$ cat src/rtl/asrc_pkg.sv
// ----------------------------------------------------------------------------
// asrc_pkg
// Shared widths, register indexes, reset values and the command and status
// bundles that run between the controller and the datapath.
// ----------------------------------------------------------------------------
package asrc_pkg;

  // field widths
  localparam int unsigned SAMPLE_W   = 16;
  localparam int unsigned NUM_W      = 24;
  localparam int unsigned DEN_W      = 16;
  localparam int unsigned OUT_RATE_W = 18;
  localparam int unsigned PROD_W     = DEN_W + OUT_RATE_W;
  localparam int unsigned ACC_W      = 35;

  // configuration port
  localparam int unsigned CFG_IDX_W  = 2;
  localparam int unsigned CFG_DATA_W = 24;

  localparam logic [CFG_IDX_W-1:0] REG_RATE_NUM = CFG_IDX_W'(0);
  localparam logic [CFG_IDX_W-1:0] REG_RATE_DEN = CFG_IDX_W'(1);
  localparam logic [CFG_IDX_W-1:0] REG_OUT_RATE = CFG_IDX_W'(2);

  // register reset values
  localparam logic [NUM_W-1:0]      RATE_NUM_RST = NUM_W'(32040);
  localparam logic [DEN_W-1:0]      RATE_DEN_RST = DEN_W'(1);
  localparam logic [OUT_RATE_W-1:0] OUT_RATE_RST = OUT_RATE_W'(32000);

  // controller to datapath
  typedef struct packed {
    logic load;    // capture the accepted input item
    logic init;    // seed accumulator and threshold
    logic step;    // run one loop pass, emit when gated in
    logic finish;  // fold the remainder back into the phase
  } asrc_cmd_t;

  // datapath to controller
  typedef struct packed {
    logic more;      // another loop pass is due
    logic gate;      // captured gate of the current item
    logic out_free;  // output register can take a pair this cycle
  } asrc_status_t;

endpackage

$ cat src/rtl/asrc_in_if.sv
// ----------------------------------------------------------------------------
// asrc_in_if
// Input channel: one stereo pair and its gate per transfer.
// ----------------------------------------------------------------------------
interface asrc_in_if;
  logic                          valid;
  logic                          ready;
  logic signed [asrc_pkg::SAMPLE_W-1:0] left_in;
  logic signed [asrc_pkg::SAMPLE_W-1:0] right_in;
  logic                          gate;

  modport source (output valid, output left_in, output right_in, output gate,
                  input ready);
  modport sink   (input valid, input left_in, input right_in, input gate,
                  output ready);
endinterface

$ cat src/rtl/asrc_out_if.sv
// ----------------------------------------------------------------------------
// asrc_out_if
// Output channel: one repeated stereo pair with run flags per transfer.
// ----------------------------------------------------------------------------
interface asrc_out_if;
  logic                          valid;
  logic                          ready;
  logic signed [asrc_pkg::SAMPLE_W-1:0] left_out;
  logic signed [asrc_pkg::SAMPLE_W-1:0] right_out;
  logic                          last;
  logic                          clipped;

  modport source (output valid, output left_out, output right_out, output last,
                  output clipped, input ready);
  modport sink   (input valid, input left_out, input right_out, input last,
                  input clipped, output ready);
endinterface

$ cat src/rtl/audio_sample_repeat_converter.sv
// ----------------------------------------------------------------------------
// audio_sample_repeat_converter
// Zero-order-hold stereo rate converter: repeats or drops sample pairs.
// ----------------------------------------------------------------------------
// After an accepted pair, the block seeds the accumulator and threshold, runs P
// loop passes through the single accumulator adder, where P is the number of
// passes for it (0 to MAX_REPEAT), folds the remainder into the phase and
// returns to idle, where the next pair is accepted. A gated-in pass waits while
// the output register still holds an untaken pair. The threshold product of
// rate_den and out_rate is registered behind the rate registers; any write to a
// listed register clears the phase.
module audio_sample_repeat_converter #(
  parameter int unsigned MAX_REPEAT = 64
) (
  input  logic                            clk_i,
  input  logic                            rst_ni,
  input  logic                            cfg_we_i,
  input  logic [asrc_pkg::CFG_IDX_W-1:0]  cfg_idx_i,
  input  logic [asrc_pkg::CFG_DATA_W-1:0] cfg_data_i,
  asrc_in_if.sink                         in_i,
  asrc_out_if.source                      out_o
);
  import asrc_pkg::*;

  asrc_cmd_t    cmd;
  asrc_status_t status;

  // sequencing
  asrc_ctrl u_ctrl (
    .clk_i      (clk_i),
    .rst_ni     (rst_ni),
    .in_valid_i (in_i.valid),
    .in_ready_o (in_i.ready),
    .status_i   (status),
    .cmd_o      (cmd)
  );

  // arithmetic and storage
  asrc_datapath #(
    .MAX_REPEAT (MAX_REPEAT)
  ) u_datapath (
    .clk_i       (clk_i),
    .rst_ni      (rst_ni),
    .cfg_we_i    (cfg_we_i),
    .cfg_idx_i   (cfg_idx_i),
    .cfg_data_i  (cfg_data_i),
    .left_i      (in_i.left_in),
    .right_i     (in_i.right_in),
    .gate_i      (in_i.gate),
    .out_valid_o (out_o.valid),
    .out_ready_i (out_o.ready),
    .left_o      (out_o.left_out),
    .right_o     (out_o.right_out),
    .last_o      (out_o.last),
    .clipped_o   (out_o.clipped),
    .cmd_i       (cmd),
    .status_o    (status)
  );

endmodule

$ cat src/rtl/asrc_ctrl.sv
// ----------------------------------------------------------------------------
// asrc_ctrl
// Controller: takes one item, seeds the datapath, then sequences loop passes
// until the run ends, holding a gated-in pass while the output register is full.
// ----------------------------------------------------------------------------
module asrc_ctrl (
  input  logic                   clk_i,
  input  logic                   rst_ni,
  input  logic                   in_valid_i,
  output logic                   in_ready_o,
  input  asrc_pkg::asrc_status_t status_i,
  output asrc_pkg::asrc_cmd_t    cmd_o
);
  import asrc_pkg::*;

  localparam logic [1:0] ST_IDLE = 2'd0;
  localparam logic [1:0] ST_LOAD = 2'd1;
  localparam logic [1:0] ST_RUN  = 2'd2;

  logic [1:0] state_q, state_d;

  // next state and commands
  always_comb begin
    state_d    = state_q;
    in_ready_o = 1'b0;
    cmd_o      = '0;
    unique case (state_q)
      ST_IDLE: begin
        in_ready_o = 1'b1;
        if (in_valid_i) begin
          cmd_o.load = 1'b1;
          state_d    = ST_LOAD;
        end
      end
      ST_LOAD: begin
        cmd_o.init = 1'b1;
        state_d    = ST_RUN;
      end
      ST_RUN: begin
        if (status_i.more) begin
          // a gated-in pass needs room in the output register
          if (!status_i.gate || status_i.out_free) begin
            cmd_o.step = 1'b1;
          end
        end else begin
          cmd_o.finish = 1'b1;
          state_d      = ST_IDLE;
        end
      end
      default: begin
        state_d = ST_IDLE;
      end
    endcase
  end

  always_ff @(posedge clk_i or negedge rst_ni) begin
    if (!rst_ni) begin
      state_q <= ST_IDLE;
    end else begin
      state_q <= state_d;
    end
  end

endmodule

$ cat src/rtl/asrc_datapath.sv
// ----------------------------------------------------------------------------
// asrc_datapath
// Datapath: rate registers, threshold multiplier, phase accumulator, pass
// counter and the output register.
// ----------------------------------------------------------------------------
module asrc_datapath #(
  parameter int unsigned MAX_REPEAT = 64
) (
  input  logic                                   clk_i,
  input  logic                                   rst_ni,
  // configuration
  input  logic                                   cfg_we_i,
  input  logic [asrc_pkg::CFG_IDX_W-1:0]         cfg_idx_i,
  input  logic [asrc_pkg::CFG_DATA_W-1:0]        cfg_data_i,
  // input item
  input  logic signed [asrc_pkg::SAMPLE_W-1:0]   left_i,
  input  logic signed [asrc_pkg::SAMPLE_W-1:0]   right_i,
  input  logic                                   gate_i,
  // output pair
  output logic                                   out_valid_o,
  input  logic                                   out_ready_i,
  output logic signed [asrc_pkg::SAMPLE_W-1:0]   left_o,
  output logic signed [asrc_pkg::SAMPLE_W-1:0]   right_o,
  output logic                                   last_o,
  output logic                                   clipped_o,
  // controller link
  input  asrc_pkg::asrc_cmd_t                    cmd_i,
  output asrc_pkg::asrc_status_t                 status_o
);
  import asrc_pkg::*;

  localparam int unsigned PASS_W = $clog2(MAX_REPEAT + 1);
  localparam logic [PASS_W-1:0] PASS_MAX  = PASS_W'(MAX_REPEAT);
  localparam logic [PASS_W-1:0] PASS_LAST = PASS_W'(MAX_REPEAT - 1);

  logic [NUM_W-1:0]          rate_num_q;
  logic [DEN_W-1:0]          rate_den_q;
  logic [OUT_RATE_W-1:0]     out_rate_q;
  logic [PROD_W-1:0]         prod_q;
  logic [ACC_W-1:0]          thresh_q;
  logic [ACC_W-1:0]          acc_q;
  logic [ACC_W-1:0]          phase_q;
  logic [PASS_W-1:0]         pass_q;
  logic signed [SAMPLE_W-1:0] left_q, right_q;
  logic                      gate_q;

  logic                      out_valid_q;
  logic signed [SAMPLE_W-1:0] out_left_q, out_right_q;
  logic                      out_last_q, out_clipped_q;

  logic [ACC_W-1:0]          acc_next;
  logic                      below;
  logic                      at_limit;
  logic                      next_below;
  logic                      next_limit;
  logic                      out_free;
  logic                      emit;
  logic                      cfg_hit;

  // one loop pass
  assign acc_next   = acc_q + ACC_W'(rate_num_q);
  assign below      = acc_q < thresh_q;
  assign at_limit   = pass_q == PASS_MAX;
  assign next_below = acc_next < thresh_q;
  assign next_limit = pass_q == PASS_LAST;
  assign out_free   = !out_valid_q || out_ready_i;
  assign emit       = cmd_i.step && gate_q;

  assign status_o.more     = below && !at_limit;
  assign status_o.gate     = gate_q;
  assign status_o.out_free = out_free;

  assign cfg_hit = cfg_we_i && (cfg_idx_i == REG_RATE_NUM || cfg_idx_i == REG_RATE_DEN ||
                                cfg_idx_i == REG_OUT_RATE);

  // rate registers
  always_ff @(posedge clk_i or negedge rst_ni) begin
    if (!rst_ni) begin
      rate_num_q <= RATE_NUM_RST;
      rate_den_q <= RATE_DEN_RST;
      out_rate_q <= OUT_RATE_RST;
    end else if (cfg_we_i) begin
      unique case (cfg_idx_i)
        REG_RATE_NUM: rate_num_q <= cfg_data_i[NUM_W-1:0];
        REG_RATE_DEN: rate_den_q <= cfg_data_i[DEN_W-1:0];
        REG_OUT_RATE: out_rate_q <= cfg_data_i[OUT_RATE_W-1:0];
        default: ;
      endcase
    end
  end

  // threshold product, registered in the cycle after the rate registers
  always_ff @(posedge clk_i) begin
    prod_q <= PROD_W'(rate_den_q) * PROD_W'(out_rate_q);
  end

  // phase carried between items, cleared by a write to any listed register
  always_ff @(posedge clk_i or negedge rst_ni) begin
    if (!rst_ni) begin
      phase_q <= '0;
    end else if (cfg_hit) begin
      phase_q <= '0;
    end else if (cmd_i.finish) begin
      phase_q <= below ? '0 : acc_q - thresh_q;
    end
  end

  // item capture, accumulator and pass counter
  always_ff @(posedge clk_i) begin
    if (cmd_i.load) begin
      left_q  <= left_i;
      right_q <= right_i;
      gate_q  <= gate_i;
    end
    if (cmd_i.init) begin
      acc_q    <= phase_q + ACC_W'(rate_num_q);
      thresh_q <= ACC_W'(prod_q) + ACC_W'(rate_num_q);
      pass_q   <= '0;
    end else if (cmd_i.step) begin
      acc_q  <= acc_next;
      pass_q <= pass_q + PASS_W'(1);
    end
  end

  // output register
  always_ff @(posedge clk_i or negedge rst_ni) begin
    if (!rst_ni) begin
      out_valid_q <= 1'b0;
    end else if (emit) begin
      out_valid_q <= 1'b1;
    end else if (out_ready_i) begin
      out_valid_q <= 1'b0;
    end
  end

  always_ff @(posedge clk_i) begin
    if (emit) begin
      out_left_q    <= left_q;
      out_right_q   <= right_q;
      // last when the next pass would not run
      out_last_q    <= !next_below || next_limit;
      out_clipped_q <= next_below && next_limit;
    end
  end

  assign out_valid_o = out_valid_q;
  assign left_o      = out_left_q;
  assign right_o     = out_right_q;
  assign last_o      = out_last_q;
  assign clipped_o   = out_clipped_q;

endmodule

$ cat src/flat_wrapper.sv
// flat-port wrapper written by rule: the top's interface ports become plain ports
module audio_sample_repeat_converter_flat import asrc_pkg::*;
#(
  parameter int unsigned MAX_REPEAT = 64
)
  (clk_i, rst_ni, cfg_we_i, cfg_idx_i, cfg_data_i, in_i_valid, in_i_left_in, in_i_right_in, in_i_gate, in_i_ready, out_o_valid, out_o_left_out, out_o_right_out, out_o_last, out_o_clipped, out_o_ready);
  asrc_in_if in_i_i ();
  asrc_out_if out_o_i ();
  input  logic clk_i;
  input  logic rst_ni;
  input  logic cfg_we_i;
  input  logic [asrc_pkg::CFG_IDX_W-1:0] cfg_idx_i;
  input  logic [asrc_pkg::CFG_DATA_W-1:0] cfg_data_i;
  input wire logic [$bits(in_i_i.valid)-1:0] in_i_valid;
  input wire logic [$bits(in_i_i.left_in)-1:0] in_i_left_in;
  input wire logic [$bits(in_i_i.right_in)-1:0] in_i_right_in;
  input wire logic [$bits(in_i_i.gate)-1:0] in_i_gate;
  output wire logic [$bits(in_i_i.ready)-1:0] in_i_ready;
  output wire logic [$bits(out_o_i.valid)-1:0] out_o_valid;
  output wire logic [$bits(out_o_i.left_out)-1:0] out_o_left_out;
  output wire logic [$bits(out_o_i.right_out)-1:0] out_o_right_out;
  output wire logic [$bits(out_o_i.last)-1:0] out_o_last;
  output wire logic [$bits(out_o_i.clipped)-1:0] out_o_clipped;
  input wire logic [$bits(out_o_i.ready)-1:0] out_o_ready;
  assign in_i_i.valid = in_i_valid;
  assign in_i_i.left_in = in_i_left_in;
  assign in_i_i.right_in = in_i_right_in;
  assign in_i_i.gate = in_i_gate;
  assign in_i_ready = in_i_i.ready;
  assign out_o_valid = out_o_i.valid;
  assign out_o_left_out = out_o_i.left_out;
  assign out_o_right_out = out_o_i.right_out;
  assign out_o_last = out_o_i.last;
  assign out_o_clipped = out_o_i.clipped;
  assign out_o_i.ready = out_o_ready;
  audio_sample_repeat_converter #(.MAX_REPEAT(MAX_REPEAT)) u_core (.clk_i(clk_i), .rst_ni(rst_ni), .cfg_we_i(cfg_we_i), .cfg_idx_i(cfg_idx_i), .cfg_data_i(cfg_data_i), .in_i(in_i_i), .out_o(out_o_i));
endmodule
$ cat config.mk
export PLATFORM = sky130hd
export DESIGN_NAME = audio_sample_repeat_converter_flat
export DESIGN_NICKNAME = d
export VERILOG_FILES = /design/src/rtl/asrc_pkg.sv /design/src/rtl/asrc_in_if.sv /design/src/rtl/asrc_out_if.sv /design/src/rtl/audio_sample_repeat_converter.sv /design/src/rtl/asrc_ctrl.sv /design/src/rtl/asrc_datapath.sv /design/src/flat_wrapper.sv
export SDC_FILE = /design/constraint.sdc
export NUM_CORES = 1
export LEC_CHECK = 0
export ABC_AREA = 0
export BUFFER_PORTS_ARGS = -buffer_cell sky130_fd_sc_hd__buf_4
export CORE_MARGIN = 8
export CORE_UTILIZATION = 45
export CTS_CLUSTER_SIZE = 8
export DETAILED_ROUTE_END_ITERATION = 10
export PLACE_DENSITY_LB_ADDON = 0.15
export SYNTH_ARGS = -nofsm -noshare
export SYNTH_HDL_FRONTEND = slang
export SYNTH_SLANG_ARGS = --single-unit
$ cat constraint.sdc
create_clock -name clk_i -period 5.7 [get_ports clk_i]
set_input_delay 0.57 -clock clk_i [delete_from_list [all_inputs] [get_ports clk_i]]
set_output_delay 0.57 -clock clk_i [all_outputs]
set_load 0.005 [all_outputs]
==> summary.json <==
{
  "worst_setup_path": {
    "timing.reg2reg.worst_path_depth": 21,
    "crit_required_ps": 6190,
    "timing.critical_path.mode_cell": "sky130_fd_sc_hd__fa_1",
    "critPathLaunchType": "flip-flop",
    "critPathMaxStageDelay_ps": 540,
    "worstPathArrival_ps": 6590,
    "buf_inv_on_cp": 4,
    "r2r_start": "u_core.u_datapath.out_rate_q[8]",
    "critical-path-slowest-cell": "sky130_fd_sc_hd__dfstp_2",
    "cp_max_fo": 6,
    "reg2reg_setup_slack_ps": -400,
    "timing.rr.end": "u_core.u_datapath.prod_q[33]",
    "critical_path.endpoint_type": "flip-flop",
    "criticalPathCategory": "flip-flop to flip-flop",
    "cpLargestDelayFamily": "adder cells",
    "cp_cell_sequence": "buf_6, nand2_4, fa_1, inv_1, fa_1, fa_1, fa_1, fa_1, inv_1, fa_1, inv_2, ha_4, a21o_1, or3_4, a311oi_4, a31oi_4, nor4_4, o31ai_4, a211o_1, a21oi_2, xnor2_1"
  },
  "floorplan": {
    "die_width_um": 252,
    "io-pin-count": 100,
    "fp.dieArea_um2": 63600,
    "rows": 86,
    "die_y_um": 252,
    "start_util": 0.455,
    "core_area_um2": 55200
  },
  "cts": {
    "ctsRootBufferMaster": "sky130_fd_sc_hd__clkbuf_16",
    "clock_tree.htree_level_count": 2,
    "clock_sinks": 274,
    "cts.path.max_buffers": 3,
    "clk_pin_slew_ps": 60,
    "cts_buffers": 41,
    "clock_insertion_delay_worst_skew_ps": 570,
    "cts_tree": "done"
  },
  "placement": {
    "placed_area_um2": 27600,
    "hpwl_mm": 51.5,
    "place_inst": 3436,
    "place.port_buffers": 99,
    "finalWeightedCongestion": 0.906
  },
  "global_routing": {
    "grt_use_met2": 0.344,
    "number_of_antenna_violations_at_the_first_check_in_global_routing": 1,
    "grt_pass1_vias": 19400,
    "global_route.usage.met1": 0.276,
    "grt_start_max_net_pins": 65,
    "grt_util_overall": 0.203,
    "grt-ovfl-total": 0,
    "global_route_wire_length_before_repair_mm": 104,
    "grt-busiest-layer": "met2",
    "grtUsageMet3": 0.0235
  },
  "synth": {
    "synthesis.area_per_instance_um2": 9.91,
    "synthArstFlopShare": 0.350,
    "netlist.area_leader.share": 0.180,
    "synth.lib_cells_used.distinct": 73,
    "synth_enable_flop_cells": 137,
    "netlist.top_cell.by_area": "sky130_fd_sc_hd__fa_1",
    "syn-instance-count": 2535,
    "ys.flop_type": "sky130_fd_sc_hd__edfxtp_1",
    "seq_area_frac_synth": 0.293,
    "yosys_warnings": 0,
    "synth_area_leaders": "sky130_fd_sc_hd__fa_1 (18%), sky130_fd_sc_hd__edfxtp_1 (16%), sky130_fd_sc_hd__ha_1 (12%)",
    "synth_seq_cells": 274,
    "synth.cell_area_um2": 25100,
    "postSynthNetCount": 3074
  },
  "finish": {
    "num-fill-cells": 4935,
    "final_common_cell": "sky130_fd_sc_hd__inv_1",
    "final_cell_mix": "sky130_fd_sc_hd__inv_1 (306), sky130_fd_sc_hd__nand2_1 (258), sky130_fd_sc_hd__buf_4 (246)",
    "layout.cells.non_filler": 3561,
    "n_diodes": 0,
    "signed_area_change_from_the_synthesized_netlist_to_the_final_layout_pct": 18.5,
    "layout-drive-gt1-share": 0.191,
    "final_non_filler_cell_area_um2": 29800,
    "nNetsFinal": 3319
  },
  "routing": {
    "antenna_left": 0,
    "drc_errors": 0,
    "drt-wirelength-per-cell_um": 18.2,
    "routed_via_density": 5.29,
    "vias": 18800,
    "drt_first_iter_violations": 1161,
    "routed_wl_mm": 64.9,
    "detail_route.first_pass.iterations": 5
  },
  "timing": {
    "report.final.slew_viol_count": 0,
    "timing.hold.ws_ps": 179,
    "unrepaired_setup_endpoints_after_global_routing": "yes",
    "postLayoutSetupSlackWorst_ps": -399,
    "final_min_period_over_clock_period": 1.07,
    "slew-limit-headroom": 0.173,
    "fmax_mhz": 164,
    "fin_crit_ps": 6100,
    "worstMarginPinSlew_ps": 1240,
    "clock-skew-final_ps": 18.8,
    "setup-violations-final": 13,
    "timing.final.hold_violations": 0
  },
  "min_path": {
    "hold_path.startpoint": "in_i_left_in[0]",
    "min_delay_worst_endpoint": "u_core.u_datapath.left_q[0]",
    "holdPathStages": 1,
    "min_path_type": "input port to flip-flop"
  },
  "run_status": {
    "run_status": "complete, but fails checks",
    "violations_in_the_final_reports": "setup timing"
  },
  "flow_run": {
    "maxCapViolCount": 0
  }
}
[worst max-delay path by stage]
stage                                                start                            to  slack [ps]  cells past startpoint
final                      u_core.u_datapath.out_rate_q[8]  u_core.u_datapath.prod_q[33]        -400                     21
after detailed placement   u_core.u_datapath.rate_den_q[8]  u_core.u_datapath.prod_q[33]        -750                     23
after CTS                  u_core.u_datapath.out_rate_q[8]  u_core.u_datapath.prod_q[33]        -320                     21
after floorplan           u_core.u_datapath.out_rate_q[10]  u_core.u_datapath.prod_q[33]        -240                     21
after global routing      u_core.u_datapath.out_rate_q[12]  u_core.u_datapath.prod_q[33]        -600                     21
after global placement     u_core.u_datapath.rate_den_q[8]  u_core.u_datapath.prod_q[33]        -640                     23
[logic make-up after synthesis]
logic type                 Yosys count  synth area share
buffers and inverters              385            0.0575
adders and majority gates          475             0.304
AOI/OAI and AO/OA                  460             0.118
DFF                                274             0.293
xor gates and xnor gates           153            0.0533
and+or+nand+nor                    714             0.141
muxes                               74            0.0331
[routing by layer]
metal / wire [um] / vias up
met5: 0 / -
met4: 1310 / 0
met3: 2840 / 77
met2: 30800 / 401
met1: 29900 / 9259
li1: - / 9092
[flip-flops by register name, indices dropped and copies added (netlist names)]
| register | count |
|---|---|
| u_core.u_datapath.out_valid_o | 1 |
| u_core.u_datapath.prod_q | 34 |
| u_core.u_datapath.gate_q | 1 |
| u_core.u_datapath.out_rate_q | 18 |
| u_core.u_ctrl.state_q | 2 |
| u_core.u_datapath.phase_q | 35 |
| u_core.u_datapath.left_q | 16 |
| u_core.u_datapath.acc_q | 35 |
| u_core.u_datapath.left_o | 16 |
| u_core.u_datapath.thresh_q | 35 |
| u_core.u_datapath.rate_den_q | 16 |
| u_core.u_datapath.clipped_o | 1 |
| u_core.u_datapath.right_o | 16 |
| u_core.u_datapath.rate_num_q | 24 |
| u_core.u_datapath.right_q | 16 |
| u_core.u_datapath.last_o | 1 |
| u_core.u_datapath.pass_q | 7 |
[metrics by stage]
stage | util | TNS (ps) | setup slack [ps]
after floorplan | - | -460 | -245
after global placement | 0.500 | -4830 | -644
after detailed placement | 0.500 | -5600 | -746
after CTS | 0.533 | -1780 | -320
after global routing | 0.539 | -5350 | -599
final | 0.539 | -2630 | -399
[cells in the mapped netlist, types with 33 or more instances]
master	number
sky130_fd_sc_hd__inv_1	315
sky130_fd_sc_hd__nand2_1	269
sky130_fd_sc_hd__ha_1	249
sky130_fd_sc_hd__fa_1	226
sky130_fd_sc_hd__and2_1	148
sky130_fd_sc_hd__edfxtp_1	137
sky130_fd_sc_hd__a21oi_1	117
sky130_fd_sc_hd__xnor2_1	98
sky130_fd_sc_hd__nor2_1	96
sky130_fd_sc_hd__a21o_1	82
sky130_fd_sc_hd__dfrtp_1	81
sky130_fd_sc_hd__mux2_2	72
sky130_fd_sc_hd__o21ai_0	70
sky130_fd_sc_hd__clkbuf_1	65
sky130_fd_sc_hd__xor2_1	55
sky130_fd_sc_hd__dfxtp_1	41
sky130_fd_sc_hd__o21ai_1	38
sky130_fd_sc_hd__nor3_1	33
[final cells by class]
cell class,instances,area [um^2],area share
Multi-Input combinational cell,1876,16900,0.566
Clock inverter,5,75.1,0.00252
Timing Repair Buffer,271,2170,0.0731
Clock buffer,71,1160,0.0389
Tap cell,748,936,0.0315
Sequential cell,274,7370,0.248
Inverter,316,1190,0.0399
[what timing repair did]
item,4_1_cts,5_1_grt
setup endpoints to repair,15,18
hold buffers,1,0
gates resized for setup,85,57
buffers inserted,38,16
endpoints found under the hold margin,6,0
pin swaps,69,50
Power is not shown: default switching activity piles up to over one toggle a cycle in this logic, so the estimate is an artifact.
